**src/rtl/mlfq_pkg.sv**
```systemverilog
// Package for the multilevel feedback queue scheduler.
// Holds the sizes, field widths, command and status codes and the helper functions.
// The slice and top-level rtl files use it through scoped names; mlfq_ram does not.
package mlfq_pkg;

  localparam int NUM_LEVELS    = 8;
  localparam int QUEUE_DEPTH   = 16;

  localparam int LVL_W         = $clog2(NUM_LEVELS);
  localparam int PTR_W         = $clog2(QUEUE_DEPTH);
  localparam int CNT_W         = $clog2(QUEUE_DEPTH + 1);
  localparam int ADDR_W        = $clog2(NUM_LEVELS * QUEUE_DEPTH);
  localparam int ENT_DEPTH     = NUM_LEVELS * QUEUE_DEPTH;

  localparam int ID_W          = 8;
  localparam int REM_W         = 16;
  localparam int TICK_W        = 8;
  localparam int OUT_LVL_W     = 3;
  localparam int STAT_W        = 2;
  localparam int ENTRY_W       = ID_W + REM_W;

  localparam logic [TICK_W-1:0] QUANTUM_RESET = 8'd10;

  localparam logic CMD_START    = 1'b0;
  localparam logic CMD_DISPATCH = 1'b1;

  localparam logic [STAT_W-1:0] ST_OK    = 2'd0;
  localparam logic [STAT_W-1:0] ST_EMPTY = 2'd1;
  localparam logic [STAT_W-1:0] ST_DROP  = 2'd2;

  localparam logic [LVL_W-1:0] LVL_MAX = LVL_W'(NUM_LEVELS - 1);
  localparam logic [PTR_W-1:0] PTR_MAX = PTR_W'(QUEUE_DEPTH - 1);

  typedef struct packed {
    logic              fin;
    logic [TICK_W-1:0] ticks;
    logic [REM_W-1:0]  rem_left;
    logic [LVL_W-1:0]  tgt;
  } slice_res_t;

  function automatic logic [PTR_W-1:0] ptr_inc(input logic [PTR_W-1:0] p);
    logic [PTR_W-1:0] r;
    r = (p == PTR_MAX) ? '0 : p + 1'b1;
    return r;
  endfunction

  function automatic logic [ADDR_W-1:0] ent_addr(input logic [LVL_W-1:0] lvl,
                                                 input logic [PTR_W-1:0] ptr);
    logic [ADDR_W-1:0] a;
    a = ADDR_W'(lvl) * ADDR_W'(QUEUE_DEPTH) + ADDR_W'(ptr);
    return a;
  endfunction

  // low bits of a level, zero-extended when levels are fewer than eight
  function automatic logic [OUT_LVL_W-1:0] out_lvl(input logic [LVL_W-1:0] lvl);
    logic [LVL_W+OUT_LVL_W-1:0] t;
    t = (LVL_W + OUT_LVL_W)'(lvl);
    return t[OUT_LVL_W-1:0];
  endfunction

endpackage

```
**src/rtl/mlfq_ram.sv**
```systemverilog
// Generic simple dual-port RAM: one write port, one read port, registered read data.
// Used for the queue entry store; no package dependency.
module mlfq_ram #(
  parameter int DATA_W = 24,
  parameter int DEPTH  = 128,
  parameter int ADDR_W = $clog2(DEPTH)
) (
  input  logic              clk,
  input  logic              we,
  input  logic [ADDR_W-1:0] waddr,
  input  logic [DATA_W-1:0] wdata,
  input  logic              re,
  input  logic [ADDR_W-1:0] raddr,
  output logic [DATA_W-1:0] rdata
);

  logic [DATA_W-1:0] mem [DEPTH];
  logic [DATA_W-1:0] rdata_r;

  always_ff @(posedge clk) begin
    if (we) begin
      mem[waddr] <= wdata;
    end
    if (re) begin
      rdata_r <= mem[raddr];
    end
  end

  assign rdata = rdata_r;

endmodule

```
**src/rtl/mlfq_slice.sv**
```systemverilog
// One time slice of a task: ticks run, finish decision, remaining ticks and demotion level.
// Depends on mlfq_pkg.
module mlfq_slice (
  input  logic [mlfq_pkg::REM_W-1:0]  remaining,
  input  logic [mlfq_pkg::LVL_W-1:0]  from_lvl,
  input  logic [mlfq_pkg::TICK_W-1:0] quantum,
  output mlfq_pkg::slice_res_t        res
);

  logic [mlfq_pkg::TICK_W-1:0] q_eff;

  always_comb begin
    // a zero quantum behaves as one tick
    q_eff        = (quantum == '0) ? mlfq_pkg::TICK_W'(1) : quantum;
    res.fin      = (remaining <= mlfq_pkg::REM_W'(q_eff));
    res.ticks    = res.fin ? remaining[mlfq_pkg::TICK_W-1:0] : q_eff;
    res.rem_left = remaining - mlfq_pkg::REM_W'(q_eff);
    res.tgt      = (from_lvl == mlfq_pkg::LVL_MAX) ? from_lvl : from_lvl + 1'b1;
  end

endmodule

```
**src/rtl/multilevel_feedback_queue_scheduler.sv**
```systemverilog
// Top level of the multilevel feedback queue scheduler: sequencer, queue pointers, output.
// Depends on mlfq_pkg, mlfq_ram and mlfq_slice.
//
//  channel   ports                                      transfer
//  input     start, busy, in_command, in_run_length     start & !busy
//  result    out_valid, out_task_id .. out_last         out_valid, one cycle each
//  config    cfg_valid, cfg_ready, cfg_data             cfg_valid & cfg_ready
//
// A start command leaves busy low; its result is registered and appears the next cycle.
// A dispatch pops every entry of the chosen level (1 to QUEUE_DEPTH) in turn through the
// one read port of the entry RAM; results stream one per cycle, each passing through the
// RAM read register and the output register. An empty dispatch gives one status result.
// Reset is synchronous; the entry RAM is not cleared. The receiver cannot stall.
module multilevel_feedback_queue_scheduler (
  input  logic                              clk,
  input  logic                              rst_n,
  input  logic                              start,
  output logic                              busy,
  input  logic                              in_command,
  input  logic [mlfq_pkg::REM_W-1:0]        in_run_length,
  output logic                              out_valid,
  output logic [mlfq_pkg::ID_W-1:0]         out_task_id,
  output logic [mlfq_pkg::TICK_W-1:0]       out_ticks_run,
  output logic                              out_finished,
  output logic [mlfq_pkg::OUT_LVL_W-1:0]    out_level,
  output logic [mlfq_pkg::STAT_W-1:0]       out_status,
  output logic                              out_last,
  input  logic                              cfg_valid,
  output logic                              cfg_ready,
  input  logic [mlfq_pkg::TICK_W-1:0]       cfg_data
);

  localparam logic S_IDLE = 1'b0;
  localparam logic S_RUN  = 1'b1;

  logic                          state_r, state_nxt;
  logic [mlfq_pkg::TICK_W-1:0]   quantum_r;
  logic [mlfq_pkg::ID_W-1:0]     task_cnt_r, task_cnt_nxt;
  logic [mlfq_pkg::LVL_W-1:0]    lvl_r, lvl_nxt;
  logic [mlfq_pkg::CNT_W-1:0]    left_r, left_nxt;

  logic [mlfq_pkg::PTR_W-1:0]    head_r [mlfq_pkg::NUM_LEVELS];
  logic [mlfq_pkg::PTR_W-1:0]    head_nxt [mlfq_pkg::NUM_LEVELS];
  logic [mlfq_pkg::PTR_W-1:0]    tail_r [mlfq_pkg::NUM_LEVELS];
  logic [mlfq_pkg::PTR_W-1:0]    tail_nxt [mlfq_pkg::NUM_LEVELS];
  logic [mlfq_pkg::CNT_W-1:0]    cnt_r [mlfq_pkg::NUM_LEVELS];
  logic [mlfq_pkg::CNT_W-1:0]    cnt_nxt [mlfq_pkg::NUM_LEVELS];

  logic                          acc;
  logic                          sel_found;
  logic [mlfq_pkg::LVL_W-1:0]    sel_lvl;
  logic                          slice_act;
  logic [mlfq_pkg::REM_W-1:0]    sl_rem;
  logic [mlfq_pkg::LVL_W-1:0]    sl_from;
  logic [mlfq_pkg::ID_W-1:0]     sl_id;
  mlfq_pkg::slice_res_t          sl_res;
  logic                          full;
  logic                          push;
  logic                          pop;
  logic [mlfq_pkg::LVL_W-1:0]    pop_lv;
  logic [mlfq_pkg::ENTRY_W-1:0]  ram_rdata;
  logic [mlfq_pkg::ADDR_W-1:0]   ram_raddr;
  logic [mlfq_pkg::ADDR_W-1:0]   ram_waddr;
  logic [mlfq_pkg::ENTRY_W-1:0]  ram_wdata;

  logic                          out_valid_r, out_valid_nxt;
  logic [mlfq_pkg::ID_W-1:0]     out_id_r, out_id_nxt;
  logic [mlfq_pkg::TICK_W-1:0]   out_ticks_r, out_ticks_nxt;
  logic                          out_fin_r, out_fin_nxt;
  logic [mlfq_pkg::OUT_LVL_W-1:0] out_lvl_r, out_lvl_nxt;
  logic [mlfq_pkg::STAT_W-1:0]   out_stat_r, out_stat_nxt;
  logic                          out_last_r, out_last_nxt;

  assign busy      = (state_r != S_IDLE);
  assign cfg_ready = (state_r == S_IDLE);
  assign acc       = start && (state_r == S_IDLE);

  // lowest-numbered non-empty level
  always_comb begin
    sel_found = 1'b0;
    sel_lvl   = '0;
    for (int i = mlfq_pkg::NUM_LEVELS - 1; i >= 0; i--) begin
      if (cnt_r[i] != '0) begin
        sel_found = 1'b1;
        sel_lvl   = mlfq_pkg::LVL_W'(i);
      end
    end
  end

  always_comb begin
    if (state_r == S_RUN) begin
      sl_rem  = ram_rdata[mlfq_pkg::REM_W-1:0];
      sl_from = lvl_r;
      sl_id   = ram_rdata[mlfq_pkg::ENTRY_W-1 -: mlfq_pkg::ID_W];
    end else begin
      sl_rem  = in_run_length;
      sl_from = '0;
      sl_id   = task_cnt_r + 1'b1;
    end
  end

  mlfq_slice u_slice (
    .remaining (sl_rem),
    .from_lvl  (sl_from),
    .quantum   (quantum_r),
    .res       (sl_res)
  );

  always_comb begin
    slice_act = (acc && in_command == mlfq_pkg::CMD_START) || (state_r == S_RUN);
    full      = (cnt_r[sl_res.tgt] >= mlfq_pkg::CNT_W'(mlfq_pkg::QUEUE_DEPTH));
    push      = slice_act && !sl_res.fin && !full;
    ram_waddr = mlfq_pkg::ent_addr(sl_res.tgt, tail_r[sl_res.tgt]);
    ram_wdata = {sl_id, sl_res.rem_left};

    pop    = 1'b0;
    pop_lv = lvl_r;
    if (acc && in_command == mlfq_pkg::CMD_DISPATCH && sel_found) begin
      pop    = 1'b1;
      pop_lv = sel_lvl;
    end else if (state_r == S_RUN && left_r != '0) begin
      pop    = 1'b1;
      pop_lv = lvl_r;
    end
    ram_raddr = mlfq_pkg::ent_addr(pop_lv, head_r[pop_lv]);
  end

  // pop and push may hit the same level when the lowest level feeds itself
  always_comb begin
    for (int i = 0; i < mlfq_pkg::NUM_LEVELS; i++) begin
      head_nxt[i] = head_r[i];
      tail_nxt[i] = tail_r[i];
      cnt_nxt[i]  = cnt_r[i];
      if (push && sl_res.tgt == mlfq_pkg::LVL_W'(i)) begin
        tail_nxt[i] = mlfq_pkg::ptr_inc(tail_r[i]);
        cnt_nxt[i]  = cnt_nxt[i] + 1'b1;
      end
      if (pop && pop_lv == mlfq_pkg::LVL_W'(i)) begin
        head_nxt[i] = mlfq_pkg::ptr_inc(head_r[i]);
        cnt_nxt[i]  = cnt_nxt[i] - 1'b1;
      end
    end
  end

  always_comb begin
    state_nxt    = state_r;
    task_cnt_nxt = task_cnt_r;
    lvl_nxt      = lvl_r;
    left_nxt     = left_r;
    case (state_r)
      S_IDLE: begin
        if (acc && in_command == mlfq_pkg::CMD_START) begin
          task_cnt_nxt = task_cnt_r + 1'b1;
        end else if (acc && sel_found) begin
          state_nxt = S_RUN;
          lvl_nxt   = sel_lvl;
          left_nxt  = cnt_r[sel_lvl] - 1'b1;
        end
      end
      S_RUN: begin
        if (left_r == '0) begin
          state_nxt = S_IDLE;
        end else begin
          left_nxt = left_r - 1'b1;
        end
      end
      default: begin
        state_nxt = S_IDLE;
      end
    endcase
  end

  always_comb begin
    out_valid_nxt = slice_act || (acc && in_command == mlfq_pkg::CMD_DISPATCH && !sel_found);
    out_id_nxt    = sl_id;
    out_ticks_nxt = sl_res.ticks;
    out_fin_nxt   = sl_res.fin;
    out_lvl_nxt   = sl_res.fin ? '0 : mlfq_pkg::out_lvl(sl_res.tgt);
    out_stat_nxt  = (!sl_res.fin && full) ? mlfq_pkg::ST_DROP : mlfq_pkg::ST_OK;
    out_last_nxt  = (state_r == S_RUN) ? (left_r == '0) : 1'b1;
    if (!slice_act) begin
      // empty dispatch
      out_id_nxt    = '0;
      out_ticks_nxt = '0;
      out_fin_nxt   = 1'b0;
      out_lvl_nxt   = '0;
      out_stat_nxt  = mlfq_pkg::ST_EMPTY;
      out_last_nxt  = 1'b1;
    end
  end

  mlfq_ram #(
    .DATA_W (mlfq_pkg::ENTRY_W),
    .DEPTH  (mlfq_pkg::ENT_DEPTH),
    .ADDR_W (mlfq_pkg::ADDR_W)
  ) u_ram (
    .clk   (clk),
    .we    (push),
    .waddr (ram_waddr),
    .wdata (ram_wdata),
    .re    (pop),
    .raddr (ram_raddr),
    .rdata (ram_rdata)
  );

  always_ff @(posedge clk) begin
    if (!rst_n) begin
      state_r     <= S_IDLE;
      task_cnt_r  <= '0;
      quantum_r   <= mlfq_pkg::QUANTUM_RESET;
      out_valid_r <= 1'b0;
      lvl_r       <= '0;
      left_r      <= '0;
      for (int i = 0; i < mlfq_pkg::NUM_LEVELS; i++) begin
        head_r[i] <= '0;
        tail_r[i] <= '0;
        cnt_r[i]  <= '0;
      end
    end else begin
      state_r     <= state_nxt;
      task_cnt_r  <= task_cnt_nxt;
      out_valid_r <= out_valid_nxt;
      lvl_r       <= lvl_nxt;
      left_r      <= left_nxt;
      if (cfg_valid && cfg_ready) begin
        quantum_r <= cfg_data;
      end
      for (int i = 0; i < mlfq_pkg::NUM_LEVELS; i++) begin
        head_r[i] <= head_nxt[i];
        tail_r[i] <= tail_nxt[i];
        cnt_r[i]  <= cnt_nxt[i];
      end
    end
  end

  always_ff @(posedge clk) begin
    out_id_r    <= out_id_nxt;
    out_ticks_r <= out_ticks_nxt;
    out_fin_r   <= out_fin_nxt;
    out_lvl_r   <= out_lvl_nxt;
    out_stat_r  <= out_stat_nxt;
    out_last_r  <= out_last_nxt;
  end

  assign out_valid     = out_valid_r;
  assign out_task_id   = out_id_r;
  assign out_ticks_run = out_ticks_r;
  assign out_finished  = out_fin_r;
  assign out_level     = out_lvl_r;
  assign out_status    = out_stat_r;
  assign out_last      = out_last_r;

endmodule

```
**config.mk**
```make
export PLATFORM = sky130hd
export DESIGN_NAME = multilevel_feedback_queue_scheduler
export DESIGN_NICKNAME = d
export VERILOG_FILES = /design/src/rtl/mlfq_pkg.sv /design/src/rtl/mlfq_ram.sv /design/src/rtl/mlfq_slice.sv /design/src/rtl/multilevel_feedback_queue_scheduler.sv
export SDC_FILE = /design/constraint.sdc
export NUM_CORES = 2
export LEC_CHECK = 0
export BUFFER_PORTS_ARGS = -buffer_cell sky130_fd_sc_hd__buf_2
export CORE_MARGIN = 8
export CORE_UTILIZATION = 56
export DETAILED_ROUTE_END_ITERATION = 8
export GPL_TIMING_DRIVEN = 0
export PLACE_DENSITY = 0.72
export SLEW_MARGIN = 25
export SYNTH_ARGS = -nofsm -noshare
export SYNTH_HDL_FRONTEND = slang
export SYNTH_HIERARCHICAL = 1
export SYNTH_SLANG_ARGS = --single-unit
```
**constraint.sdc**
```tcl
create_clock -name clk -period 9 [get_ports clk]
set_input_delay 0 -clock clk [delete_from_list [all_inputs] [get_ports clk]]
set_output_delay 0 -clock clk [all_outputs]
set_load 0.1 [all_outputs]
```
==> results_dict.tcl <==
set metrics [dict create \
    ys_seq_area_frac 0.753 \
    ys.flop_type "edfxtp_1" \
    crit_chain "clkbuf_1 -> clkbuf_2 -> clkbuf_2 -> and2_1 -> ha_1 -> nand2_1 -> xor2_2 -> clkbuf_1 -> clkdlybuf4s15_1 -> mux4_2 -> nand2_1 -> nand2_1 -> clkbuf_1 -> nor2b_1 -> nand3_1 -> clkbuf_2 -> nor2_4 -> buf_16" \
    critPathBufInv 8 \
    drt_first_iter_violations 9788 \
    overflow 0 \
    antenna_left 0 \
    ys_warn_count 6 \
    report.final.slew_viol_count 0 \
    drt_wl_total_microns 346000 \
    drc 0 \
    die_w_microns 493 \
    path_clk_slew_ns 0.06 \
    io_buffers 54 \
    dr_total_vias 65800 \
    crit_fanout 13 \
    netlist_area_sq_um 128000 \
    leakage_uw 0.0461 \
    clk_latency_ns 0.98 \
    track_usage 0.281 \
    critPathSlowestCell "clkbuf_2" \
    syn_avg_cell_area_sq_um 22.2 \
    setup_viol 0 \
    syn2layout_area_growth_pct 17.2 \
    num_io_pins 55 \
    ys_types 88 \
    layout-drive-gt1-share 0.329 \
    cts.sinks 3249 \
    cts_made_buffers 327 \
    synth_common_cells "edfxtp_1 (3096), mux4_2 (1020), nor2_1 (232), clkbuf_1 (188), nand2_1 (185)" \
    cpPeakStageDelay_ns 0.76 \
    busiest_layer "met2" \
    wire_per_inst_microns 35.5 \
    status "finished, final reports clean" \
    final_nets 6577 \
    cts_tree "done" \
    drt_pass1_iterations 8 \
    synth_edf_count 3096 \
    maxSlewHeadroom 0.180 \
    fin_crit_sh 0.967 \
    grt.met3_usage 0.0836 \
    place_hpwl_microns 229000 \
    synth_most_common_cell "edfxtp_1" \
    grt_max_degree 111 \
    startpoint_type "flop" \
    rsz0062_at_grt "false" \
    use_met2 0.448 \
    via_per_inst 6.75 \
    worstSetupEndpointType "flop" \
    synth_top_cells_by_area "edfxtp_1 (73%), mux4_2 (18%), dfxtp_1 (2.4%), nor2_1 (0.68%), clkbuf_1 (0.55%)" \
    dieArea_sq_um 243000 \
    cts_htree_levels 5 \
    row_count 175 \
    grt_pass1_vias 66000 \
    layout_min_cycle_time_ns 8.70 \
    synth_nets 5822 \
    synth_top_area_frac 0.729 \
    total_power_uw 38700 \
    worst-slew-pin-transition_ns 1.23 \
    cp.arrival_ns 9.35 \
    syn_inst 5741 \
    powerDensity_nw_per_um2 259 \
    fin_worst_skew_ns 0.0805 \
    gp_congestion 0.935 \
    max_cap_violations 0 \
    holdWs_ns 0.0954 \
    path_class "flop to flop" \
    ys_ff_latch 3249 \
    grt_pass1_wl_microns 487000 \
    met1_usage 0.366 \
    ir_drop_v 0.000252 \
    ys_async_sr_fraction 0 \
    die_height_microns 493 \
    yosysTopAreaCell "edfxtp_1" \
    crit_family "buffers and inverters" \
    core_area_sq_um 227000 \
    cts_buffer_depth 4 \
    holdCritPathClass "input pin to flop" \
    hold_violations 0 \
    initial_core_util 0.562 \
    cp_data_required_time_ns 9.64 \
    fmax_mhz 115 \
    antenna_found_initial 35 \
    tns_ns 0 \
    clockRootBuffer "clkbuf_16" \
]
[area by class of cell]
cell class | count | area, sq um
fillers | 13800 | 77300
clock inverters | 157 | 1370
clock buffers | 403 | 8650
flip-flops and latches | 3249 | 96000
inverters | 38 | 150
well taps | 3009 | 3760
plain buffers | 306 | 1390
repair buffers | 426 | 6830
diodes | 12 | 30.0
multi-input cells | 2148 | 31300
[registers in the layout, summed over array words and instances (netlist names), 3 cells and up]
register / count
cnt_r: 40
head_r: 32
left_r: 5
lvl_r: 3
out_level: 3
out_task_id: 8
out_ticks_run: 8
quantum_r: 8
tail_r: 32
task_cnt_r: 8
u_ram/mem: 3072
u_ram/rdata: 24
[layer usage]
metal	part of all wire	up-vias
li1	-	25800
met1	0.35	34700
met2	0.48	4566
met3	0.12	840
met4	0.050	14
met5	0.00056	-
[cell families after synthesis]
group	share of synthesized area
DFF	0.753
muxes	0.187
and+or+nand+nor	0.0255
buffers and inverters	0.0114
AOI/OAI and AO/OA	0.0118
xor gates and xnor gates	0.00632
adders and majority gates	0.00516
[repair_timing]
action	CTS	global route
endpoints found under the setup margin	33	475
cloned	0	0
hold buffers	59	0
pin swaps	1	8
setup buffers	0	29
resized for setup	1	10
hold endpoints to repair	261	0
[cell usage in the layout, fill, tap and decap left out, types with 111 or more instances in the layout]
master     instances
edfxtp_1        3096
clkbuf_16        334
clkbuf_1         210
nand2_1          185
nor2_1           111
buf_16           126
mux4_2          1020
dfxtp_1          153
buf_2            140
nor2_4           121
[per-stage QoR]
step | setup WS, ns | cells | area, sq um | util
2_1_floorplan | 1.04 | 5741 | 128000 | -
3_3_place_gp | -5.46 | 8804 | 132000 | 0.580
3_5_place_dp | 0.0371 | 9087 | 138000 | 0.611
4_1_cts | 0.146 | 9706 | 149000 | 0.657
5_1_grt | 0.203 | 9738 | 150000 | 0.659
6_report | 0.295 | 9748 | 150000 | 0.659
[worst min-delay path: stages]
cell and delay [ns]:
buf_2 0.21, mux2_2 0.31, xnor2_2 0.14, buf_8 0.17
[worst paths after layout]
kind                          start                end  slack, ns  cells after the start
setup / recovery               busy  u_ram/mem[61][20]       0.30                     18
hold / removal    in_run_length[13]  u_ram/mem[19][13]        0.1                      4
setup reg to reg               busy  u_ram/mem[61][20]       0.30                     18
hold reg to reg           left_r[0]          left_r[0]       0.51                      2
[report_power, final]
part | total (uW) | leakage (uW) | internal (uW) | switching, uW
combinational | 7420 | 0.0120 | 2770 | 4650
clock | 13000 | 0.00487 | 7450 | 5590
sequential | 18200 | 0.0293 | 18100 | 76.7
Note: power is estimated with default switching activity, not from simulation.
